[src/design/nmc_pkg.sv]
package nmc_pkg;

  // Configuration port
  localparam int CFG_W     = 11;
  localparam int CFG_IDX_W = 1;

  localparam logic [CFG_IDX_W-1:0] REG_FRAME_WIDTH  = 1'b0;
  localparam logic [CFG_IDX_W-1:0] REG_FRAME_HEIGHT = 1'b1;

  // Request kinds on the input stream
  localparam logic REQ_CELL  = 1'b0;
  localparam logic REQ_FLUSH = 1'b1;

  // Frame geometry
  localparam int ROW_W = 10;
  localparam logic [CFG_W-1:0] HEIGHT_MAX = 11'd1024;

  // Window: two registered columns (left, center); the right one comes from the line store
  localparam int WIN = 2;

  // Result queue
  localparam int OQ_DEPTH = 8;
  localparam int OQ_PTR_W = $clog2(OQ_DEPTH);
  localparam int OQ_LVL_W = $clog2(OQ_DEPTH + 1);

  // One window column, top in the lowest bit
  typedef struct packed {
    logic bot;
    logic mid;
    logic top;
  } col_t;

  // One result item
  typedef struct packed {
    logic       frame_end;
    logic       row_end;
    logic [3:0] count;
    logic       marked;
  } res_t;

  // Results written to the queue in one cycle
  typedef struct packed {
    logic [1:0] cnt;
    res_t       d0;
    res_t       d1;
  } push_t;

  function automatic logic [1:0] pc3(input col_t c);
    pc3 = {1'b0, c.top} + {1'b0, c.mid} + {1'b0, c.bot};
  endfunction

endpackage

[src/design/nmc_ram.sv]
module nmc_ram #(
  parameter int WIDTH = 2,
  parameter int DEPTH = 1024
) (
  input  logic                                   clk_i,
  input  logic                                   we_i,
  input  logic [(DEPTH > 1 ? $clog2(DEPTH) : 1)-1:0] waddr_i,
  input  logic [WIDTH-1:0]                       wdata_i,
  input  logic                                   re_i,
  input  logic [(DEPTH > 1 ? $clog2(DEPTH) : 1)-1:0] raddr_i,
  output logic [WIDTH-1:0]                       rdata_o
);

  logic [WIDTH-1:0] mem_q [DEPTH];
  logic [WIDTH-1:0] rdata_q;

  // Read returns the old word when the same address is written
  always_ff @(posedge clk_i) begin
    if (re_i) begin
      rdata_q <= mem_q[raddr_i];
    end
    if (we_i) begin
      mem_q[waddr_i] <= wdata_i;
    end
  end

  assign rdata_o = rdata_q;

endmodule

[src/design/nmc_col_cell.sv]
module nmc_col_cell (
  input  logic          clk_i,
  input  logic          rst_ni,
  input  logic          shift_i,
  input  logic          clear_i,
  input  nmc_pkg::col_t col_i,
  output nmc_pkg::col_t col_o
);
  import nmc_pkg::*;

  col_t col_q;
  col_t col_d;

  // Take the neighbor's column on a shift, or zero when the row restarts
  always_comb begin
    col_d = col_q;
    if (shift_i) begin
      col_d = clear_i ? col_t'('0) : col_i;
    end
  end

  always_ff @(posedge clk_i or negedge rst_ni) begin
    if (!rst_ni) begin
      col_q <= '0;
    end else begin
      col_q <= col_d;
    end
  end

  assign col_o = col_q;

endmodule

[src/design/nmc_out_fifo.sv]
module nmc_out_fifo (
  input  logic                            clk_i,
  input  logic                            rst_ni,
  input  nmc_pkg::push_t                  push_i,
  output logic                            out_valid_o,
  input  logic                            out_ready_i,
  output nmc_pkg::res_t                   out_data_o,
  output logic [nmc_pkg::OQ_LVL_W-1:0]    level_o
);
  import nmc_pkg::*;

  res_t                mem_q [OQ_DEPTH];
  logic [OQ_PTR_W-1:0] wr_q, wr_d, wr_nxt;
  logic [OQ_PTR_W-1:0] rd_q, rd_d;
  logic [OQ_LVL_W-1:0] cnt_q, cnt_d;
  logic                pop;

  assign wr_nxt = wr_q + OQ_PTR_W'(1);
  assign pop    = out_valid_o && out_ready_i;

  // Store up to two results in order
  always_ff @(posedge clk_i) begin
    if (push_i.cnt != 2'd0) begin
      mem_q[wr_q] <= push_i.d0;
    end
    if (push_i.cnt == 2'd2) begin
      mem_q[wr_nxt] <= push_i.d1;
    end
  end

  // Advance pointers and fill level
  always_comb begin
    wr_d  = wr_q + OQ_PTR_W'(push_i.cnt);
    rd_d  = pop ? rd_q + OQ_PTR_W'(1) : rd_q;
    cnt_d = cnt_q + OQ_LVL_W'(push_i.cnt) - OQ_LVL_W'(pop);
  end

  always_ff @(posedge clk_i or negedge rst_ni) begin
    if (!rst_ni) begin
      wr_q  <= '0;
      rd_q  <= '0;
      cnt_q <= '0;
    end else begin
      wr_q  <= wr_d;
      rd_q  <= rd_d;
      cnt_q <= cnt_d;
    end
  end

  assign out_valid_o = (cnt_q != '0);
  assign out_data_o  = mem_q[rd_q];
  assign level_o     = cnt_q;

endmodule

[src/design/neighbour_mark_count_3x3.sv]
// Order: a result passes through the s1_q stage and the result queue after the transaction
// that releases it (the cell one row below and one column right, or a flush for the last
// row); a second result from the same transaction enters the queue with it and follows it.
// Throughput: 1 transaction per cycle while the result queue has room; input pauses after
// a frame's last cell while column 0 of the line store is read to seed the flush window.
// Reset: counters, window cells and queue clear, both registers read 1; the line store
// is not cleared and needs no clearing pass.
module neighbour_mark_count_3x3 #(
  parameter int MAX_WIDTH = 1024
) (
  input  logic                            clk_i,
  input  logic                            rst_ni,
  input  logic                            s_axis_tvalid,
  output logic                            s_axis_tready,
  input  logic [7:0]                      s_axis_tdata,  // [0] cell_marked
  input  logic                            s_axis_tuser,  // [0] req_type
  output logic                            m_axis_tvalid,
  input  logic                            m_axis_tready,
  output logic [7:0]                      m_axis_tdata,  // [0] out_marked, [4:1] neighbour_count
  output logic                            m_axis_tlast,  // row_end
  output logic                            m_axis_tuser,  // [0] frame_end
  input  logic                            cfg_we_i,
  input  logic [nmc_pkg::CFG_IDX_W-1:0]   cfg_idx_i,
  input  logic [nmc_pkg::CFG_W-1:0]       cfg_wdata_i
);
  import nmc_pkg::*;

  localparam int COL_W = (MAX_WIDTH > 1) ? $clog2(MAX_WIDTH) : 1;

  typedef struct packed {
    logic             clear;
    logic             top_en;
    logic             mid_en;
    logic             bot;
    logic             zero_col;
    logic             wr_en;
    logic             emit_a;
    logic             emit_b;
    logic             a_last;
    logic             fwd_hit;
    logic [1:0]       fwd_data;
    logic [COL_W-1:0] addr;
  } op_t;

  // Configuration registers
  logic [CFG_W-1:0] frame_width_q, frame_height_q;
  logic [CFG_W-1:0] w_eff, h_eff, wlast, hlast;
  logic [COL_W-1:0] wlast_col;
  logic             h2;

  // Input side position
  logic [COL_W-1:0] in_col_q, in_col_d;
  logic [ROW_W-1:0] in_row_q, in_row_d;
  logic [COL_W-1:0] fl_col_q, fl_col_d;
  logic             flush_phase_q, flush_phase_d;
  logic             prime_q, prime_d;

  // Pipeline
  op_t              s0_op, s1_q;
  logic             s0_valid, s1_valid_q;
  logic             in_acc, cell_go, flush_go;
  logic             ic_last, fl_last;

  // Line store and window
  logic [1:0]       ram_rdata, raw, ram_wdata;
  logic             ram_we;
  col_t             new_col, left_col, ctr_col;
  col_t             chain_in [WIN];
  col_t             chain_q  [WIN];

  // Results
  res_t             res_a, res_b, out_res;
  push_t            push;
  logic [OQ_LVL_W-1:0] level;
  logic [3:0]       cnt_a, cnt_b;

  // Write configuration
  always_ff @(posedge clk_i or negedge rst_ni) begin
    if (!rst_ni) begin
      frame_width_q  <= 11'd1;
      frame_height_q <= 11'd1;
    end else if (cfg_we_i) begin
      case (cfg_idx_i)
        REG_FRAME_WIDTH:  frame_width_q  <= cfg_wdata_i;
        REG_FRAME_HEIGHT: frame_height_q <= cfg_wdata_i;
        default: ;
      endcase
    end
  end

  // Clamp geometry to the supported range
  always_comb begin
    if (frame_width_q == '0) begin
      w_eff = 11'd1;
    end else if (32'(frame_width_q) > MAX_WIDTH) begin
      w_eff = 11'(MAX_WIDTH);
    end else begin
      w_eff = frame_width_q;
    end
    if (frame_height_q == '0) begin
      h_eff = 11'd1;
    end else if (frame_height_q > HEIGHT_MAX) begin
      h_eff = HEIGHT_MAX;
    end else begin
      h_eff = frame_height_q;
    end
  end

  assign wlast     = w_eff - 11'd1;
  assign hlast     = h_eff - 11'd1;
  assign wlast_col = COL_W'(wlast);
  assign h2        = (hlast != '0);

  // Accept while not seeding the flush window and the queue has room for what is in flight plus two results
  assign s_axis_tready = !prime_q &&
                         (({1'b0, level} + {{(OQ_LVL_W - 1){1'b0}}, push.cnt})
                          <= (OQ_LVL_W + 1)'(OQ_DEPTH - 2));
  assign in_acc   = s_axis_tvalid && s_axis_tready;
  assign cell_go  = in_acc && (s_axis_tuser == REQ_CELL) && !flush_phase_q;
  assign flush_go = in_acc && (s_axis_tuser == REQ_FLUSH) && flush_phase_q;
  assign ic_last  = (in_col_q == wlast_col);
  assign fl_last  = (fl_col_q == wlast_col);

  // Decode the next operation and advance the position counters
  always_comb begin
    s0_op         = '0;
    s0_valid      = 1'b0;
    in_col_d      = in_col_q;
    in_row_d      = in_row_q;
    fl_col_d      = fl_col_q;
    flush_phase_d = flush_phase_q;
    prime_d       = prime_q;
    if (prime_q) begin
      // seed the flush window with column 0
      s0_valid     = 1'b1;
      s0_op.clear  = 1'b1;
      s0_op.top_en = h2;
      s0_op.mid_en = 1'b1;
      s0_op.addr   = '0;
      prime_d      = 1'b0;
    end else if (cell_go) begin
      s0_valid     = 1'b1;
      s0_op.clear  = (in_col_q == '0);
      s0_op.top_en = (in_row_q > ROW_W'(1));
      s0_op.mid_en = (in_row_q != '0);
      s0_op.bot    = s_axis_tdata[0];
      s0_op.wr_en  = 1'b1;
      s0_op.emit_a = (in_row_q != '0) && (in_col_q != '0);
      s0_op.emit_b = (in_row_q != '0) && ic_last;
      s0_op.addr   = in_col_q;
      if (ic_last) begin
        in_col_d = '0;
        if ({1'b0, in_row_q} == hlast) begin
          in_row_d      = '0;
          flush_phase_d = 1'b1;
          prime_d       = 1'b1;
        end else begin
          in_row_d = in_row_q + ROW_W'(1);
        end
      end else begin
        in_col_d = in_col_q + COL_W'(1);
      end
    end else if (flush_go) begin
      s0_valid       = 1'b1;
      s0_op.top_en   = h2;
      s0_op.mid_en   = 1'b1;
      s0_op.zero_col = fl_last;
      s0_op.emit_a   = 1'b1;
      s0_op.a_last   = fl_last;
      s0_op.addr     = fl_col_q + COL_W'(1);
      if (fl_last) begin
        fl_col_d      = '0;
        flush_phase_d = 1'b0;
      end else begin
        fl_col_d = fl_col_q + COL_W'(1);
      end
    end
    // catch a write to the address read now
    s0_op.fwd_hit  = s1_valid_q && s1_q.wr_en && (s1_q.addr == s0_op.addr);
    s0_op.fwd_data = ram_wdata;
    if (cfg_we_i) begin
      in_col_d      = '0;
      in_row_d      = '0;
      fl_col_d      = '0;
      flush_phase_d = 1'b0;
      prime_d       = 1'b0;
    end
  end

  always_ff @(posedge clk_i or negedge rst_ni) begin
    if (!rst_ni) begin
      in_col_q      <= '0;
      in_row_q      <= '0;
      fl_col_q      <= '0;
      flush_phase_q <= 1'b0;
      prime_q       <= 1'b0;
      s1_valid_q    <= 1'b0;
    end else begin
      in_col_q      <= in_col_d;
      in_row_q      <= in_row_d;
      fl_col_q      <= fl_col_d;
      flush_phase_q <= flush_phase_d;
      prime_q       <= prime_d;
      s1_valid_q    <= s0_valid;
    end
  end

  always_ff @(posedge clk_i) begin
    if (s0_valid) begin
      s1_q <= s0_op;
    end
  end

  // Line store: bit 0 upper line, bit 1 middle line
  nmc_ram #(
    .WIDTH (2),
    .DEPTH (MAX_WIDTH)
  ) u_line_ram (
    .clk_i   (clk_i),
    .we_i    (ram_we),
    .waddr_i (s1_q.addr),
    .wdata_i (ram_wdata),
    .re_i    (s0_valid && !s0_op.zero_col),
    .raddr_i (s0_op.addr),
    .rdata_o (ram_rdata)
  );

  // Build the incoming column and the line store update
  always_comb begin
    if (s1_q.zero_col) begin
      raw = 2'b00;
    end else if (s1_q.fwd_hit) begin
      raw = s1_q.fwd_data;
    end else begin
      raw = ram_rdata;
    end
    new_col.top = s1_q.top_en & raw[0];
    new_col.mid = s1_q.mid_en & raw[1];
    new_col.bot = s1_q.bot;
  end

  assign ram_we    = s1_valid_q && s1_q.wr_en;
  assign ram_wdata = {s1_q.bot, raw[1]};

  // Window: chain of column cells, newest column enters the last cell
  for (genvar k = 0; k < WIN; k++) begin : g_cell
    if (k == WIN - 1) begin : g_entry
      assign chain_in[k] = new_col;
    end else begin : g_link
      assign chain_in[k] = chain_q[k+1];
    end
    nmc_col_cell u_cell (
      .clk_i   (clk_i),
      .rst_ni  (rst_ni),
      .shift_i (s1_valid_q),
      .clear_i ((k == WIN - 1) ? 1'b0 : s1_q.clear),
      .col_i   (chain_in[k]),
      .col_o   (chain_q[k])
    );
  end

  assign left_col = s1_q.clear ? col_t'('0) : chain_q[WIN-2];
  assign ctr_col  = s1_q.clear ? col_t'('0) : chain_q[WIN-1];

  // Count neighbors: result a centers on the previous column, b on the new one
  always_comb begin
    cnt_a = {2'b00, pc3(left_col)} + {3'b000, ctr_col.top} + {3'b000, ctr_col.bot}
            + {2'b00, pc3(new_col)};
    cnt_b = {2'b00, pc3(ctr_col)} + {3'b000, new_col.top} + {3'b000, new_col.bot};

    res_a.marked    = ctr_col.mid;
    res_a.count     = ctr_col.mid ? 4'd0 : cnt_a;
    res_a.row_end   = s1_q.a_last;
    res_a.frame_end = s1_q.a_last;

    res_b.marked    = new_col.mid;
    res_b.count     = new_col.mid ? 4'd0 : cnt_b;
    res_b.row_end   = 1'b1;
    res_b.frame_end = 1'b0;

    push.cnt = s1_valid_q ? ({1'b0, s1_q.emit_a} + {1'b0, s1_q.emit_b}) : 2'd0;
    push.d0  = s1_q.emit_a ? res_a : res_b;
    push.d1  = res_b;
  end

  nmc_out_fifo u_out_fifo (
    .clk_i       (clk_i),
    .rst_ni      (rst_ni),
    .push_i      (push),
    .out_valid_o (m_axis_tvalid),
    .out_ready_i (m_axis_tready),
    .out_data_o  (out_res),
    .level_o     (level)
  );

  assign m_axis_tdata = {3'b000, out_res.count, out_res.marked};
  assign m_axis_tlast = out_res.row_end;
  assign m_axis_tuser = out_res.frame_end;

endmodule
[config.mk]
export PLATFORM = sky130hd
export DESIGN_NAME = neighbour_mark_count_3x3
export DESIGN_NICKNAME = d
export VERILOG_FILES = /design/src/design/nmc_pkg.sv /design/src/design/nmc_ram.sv /design/src/design/nmc_col_cell.sv /design/src/design/nmc_out_fifo.sv /design/src/design/neighbour_mark_count_3x3.sv
export SDC_FILE = /design/constraint.sdc
export NUM_CORES = 2
export LEC_CHECK = 0
export BUFFER_PORTS_ARGS = -buffer_cell sky130_fd_sc_hd__buf_2
export CAP_MARGIN = 20
export CORE_AREA = 2 2 487 489
export CTS_BUF_LIST = sky130_fd_sc_hd__clkbuf_2
export DETAILED_ROUTE_END_ITERATION = 12
export DIE_AREA = 0 0 489 491
export PLACE_DENSITY_LB_ADDON = 0.2
export REMOVE_ABC_BUFFERS = 1
export SLEW_MARGIN = 40
export SYNTH_ARGS = -nofsm -noshare
export SYNTH_HDL_FRONTEND = slang
export SYNTH_HIERARCHICAL = 1
export SYNTH_SLANG_ARGS = --single-unit
export TNS_END_PERCENT = 30
[constraint.sdc]
create_clock -name clk_i -period 59.1 [get_ports clk_i]
set_input_delay 8.865 -clock clk_i [delete_from_list [all_inputs] [get_ports clk_i]]
set_output_delay 8.865 -clock clk_i [all_outputs]
set_load 0.02 [all_outputs]
==> qor.yml <==
status: "finished, final reports clean"
vias_per_cell: 5.67
portBuffers: 27
cp_slowest_cell: "nor4_2"
grt_pass1_wl_um: 382000
drc: 0
endpoint: "u_line_ram/rdata_o[1]$_DFFE_PP_"
synthToLayoutAreaGrowth_pct: 9.72
start_util_pct: 39.9
num_rows: 178
postCtsSetupBuffers: 0
wire_per_inst_um: 27.6
fin_setup_tns_ns: 0
final_cell_mix: "edfxtp_1 (2128), nor2_1 (1098), clkbuf_2 (831), mux4_2 (449), mux2i_1 (206)"
htree_levels: 6
vias: 54400
ys_async_sr_fraction_pct: 3.23
cts_tree: "built"
final_common_cell: "edfxtp_1"
cp_cell_sequence: "buf_2 -> nor4b_1 -> a21oi_1 -> nor2_4 -> buf_4 -> buf_4 -> buf_6 -> buf_6 -> buf_4 -> buf_4 -> mux4_2 -> mux4_2 -> a22o_1 -> nor4_2 -> nor3_1 -> o311ai_0 -> nand4_1"
relSlewSlack_pct: 17.4
grt_max_degree: 208
final_antenna_net_count: 0
fin_util_pct: 43.8
antenna_found_initial: 11
cts_hold_buffers: 0
power-per-cell-area_nw_per_um2: 29.8
avgSynthCellArea_um2: 16.4
fin_crit_ns: 15.16
finalSetupViolCount: 0
ir_worst_vdd_v: 0.0000179
clockBufferDepth: 4
ioPinCount: 38
cts-resized-gates: 0
finalNonFillerCells: 9594
r2r_start: "s1_q[15]$_SDFFCE_PP0N_"
overflow: 0
rr_worst_depth: 22
rsz0062_at_grt: "no"
ys_types: 98
die_h_um: 491
cts_root_buffer: "clkbuf_2"
fin_skew_ns: 0.186
tightest_slew_ns: 1.24
endpoint_kind: "flop"
dr.pass1.iters: 6
finalWeightedCongestion: 0.813
synth_cells: 5695
grt_use_total_pct: 21.8
crit_path_start_kind: "input pin"
drt_iter0_drc: 5648
drv_cap: 0
max_freq_mhz: 66.0
insertion_delay_ns: 1.93
first_global_vias: 55800
totalWireLength_um: 265000
cts_buffers: 589
cts_sinks: 2199
max_stage_delay_ns: 0.71
synth-seq-area-share_pct: 70.2
fin_nets: 6111
synthFlopType: "edfxtp_1"
die_w_um: 489
worstSetupPathType: "input pin to flop"
ys_ff_latch: 2199
critPathMostFrequentCell: "buf_4"
dieArea_um2: 240000
period_share_pct: 25.6
arrival_ns: 16.54
syn_area_um2: 93500
path_max_fanout: 47
yosys_warnings: 6
r2r-end: "u_line_ram/rdata_o[1]$_DFFE_PP_"
coreArea_um2: 235000
r2r_slack_ns: 48.92
synth_enable_flop_cells: 2128
worst_hold_path_type: "flop to flop"
hold_violations: 0
leakagePower_uw: 0.0315
hpwlAfterDp_um: 150000
clk_pin_slew_worst_paths_ns: 0.10
layout-drive-gt1-share_pct: 26.9
worstSetupStartpoint: "s_axis_tuser"
placedCellCount: 8605
worstPathRequired_ns: 60.48
slew_violations: 0
==> cell usage after synthesis, drive strengths merged, types with 16 or more instances <==
cell type	n	share of area (%)
nor2	1107	4.5
nand3b	19	0.15
o221ai	83	0.78
and3	20	0.13
o211ai	17	0.18
nor4	27	0.21
nand2b	16	0.11
mux2	96	1.2
nand2	161	0.66
nand4	26	0.17
o21ai	91	0.49
nor3b	23	0.18
ha	26	0.35
a22oi	47	0.38
nand3	59	0.32
xor2	28	0.28
a21oi	91	0.49
xnor2	18	0.19
edfxtp	2128	68
nor2b	29	0.19
buf	173	1.4
dfrtp	69	1.8
mux2i	206	2.2
nor3	62	0.34
o22ai	50	0.33
mux4	463	11
clkbuf	279	1.1
inv	56	0.22
==> worst min-delay path by stage <==
stage | start | endpoint | slack [ns] | cells past startpoint
global placement | g_cell[0].u_cell/col_o[0]$_DFFE_PN0P_ | g_cell[0].u_cell/col_o[0]$_DFFE_PN0P_ | 0.52 | 2
CTS | g_cell[0].u_cell/col_o[1]$_DFFE_PN0P_ | g_cell[0].u_cell/col_o[1]$_DFFE_PN0P_ | 0.54 | 2
finish | g_cell[0].u_cell/col_o[1]$_DFFE_PN0P_ | g_cell[0].u_cell/col_o[1]$_DFFE_PN0P_ | 0.53 | 2
global route | g_cell[0].u_cell/col_o[1]$_DFFE_PN0P_ | g_cell[0].u_cell/col_o[1]$_DFFE_PN0P_ | 0.55 | 2
detailed placement | g_cell[0].u_cell/col_o[1]$_DFFE_PN0P_ | g_cell[0].u_cell/col_o[1]$_DFFE_PN0P_ | 0.52 | 2
floorplan | g_cell[0].u_cell/col_o[0]$_DFFE_PN0P_ | g_cell[0].u_cell/col_o[0]$_DFFE_PN0P_ | 0.49 | 2
==> metrics by stage <==
step	power, uW	area (um^2)	hold WS, ns	setup WS (ns)
global placement	2050	97000	0.520	41.33
floorplan	2080	91300	0.491	0.912
global route	3190	103000	0.551	43.74
finish	3050	103000	0.534	43.94
CTS	3090	102000	0.541	43.64
detailed placement	2050	97500	0.518	41.53
==> critical path, delay by kind of cell <==
family | cells | cell delay, ns
buf+inv | 7 | 3.46
mux | 2 | 1.10
simple gates | 5 | 2.16
compound gates | 3 | 0.76
==> sequential cells by signal (all words and copies together) (netlist names) <==
signal and flops:
u_line_ram/mem_q 2048, u_out_fifo/mem_q 56, s1_q 20, frame_height_q 11, frame_width_q 11, fl_col_q 10, in_col_q 10, in_row_q 10
g_cell.u_cell/col_o 6, u_out_fifo/level_o 4, u_out_fifo/rd_q 3, u_out_fifo/wr_q 3, u_line_ram/rdata_o 2, chain_in 1, flush_phase_q 1, prime_q 1
res_a 1, s1_valid_q 1
==> cells by family after synthesis <==
family                     count (synthesis)  share of synthesized area [%]
other                                      2                        0.00803
buffers and inverters                    510                           2.72
adders and majority gates                 35                          0.541
and+or+nand+nor                         1629                           7.61
AOI/OAI and AO/OA                        508                           3.82
DFF                                     2199                           70.2
muxes                                    765                           14.6
xor gates and xnor gates                  47                          0.495
==> where the power goes <==
| group | internal, uW | leakage (uW) | switching [uW] |
|---|---|---|---|
| Sequential | 1760 | 0.0202 | 23.5 |
| Clock | 413 | 0.00385 | 624 |
| Combinational | 80.6 | 0.00749 | 151 |
==> layout make-up <==
type	count	area, um^2
clock buffer	831	4160
inverter	58	230
clock inverter	139	801
antenna	15	37.5
sequential	2199	65700
timing repair buffer	188	1720
fill	21100	132000
tap	3150	3940
multi-input combinational	3014	26000
==> layer usage <==
| metal | vias up | global-route usage (%) | wire, um |
|---|---|---|---|
| li1 | 23300 | - | - |
| met1 | 28300 | 29.3 | 108000 |
| met2 | 2307 | 35.3 | 129000 |
| met3 | 422 | 4.53 | 20900 |
| met4 | 6 | 7.48 | 7090 |
| met5 | - | 0 | 34 |
Note: power is estimated with default switching activity, not from simulation.
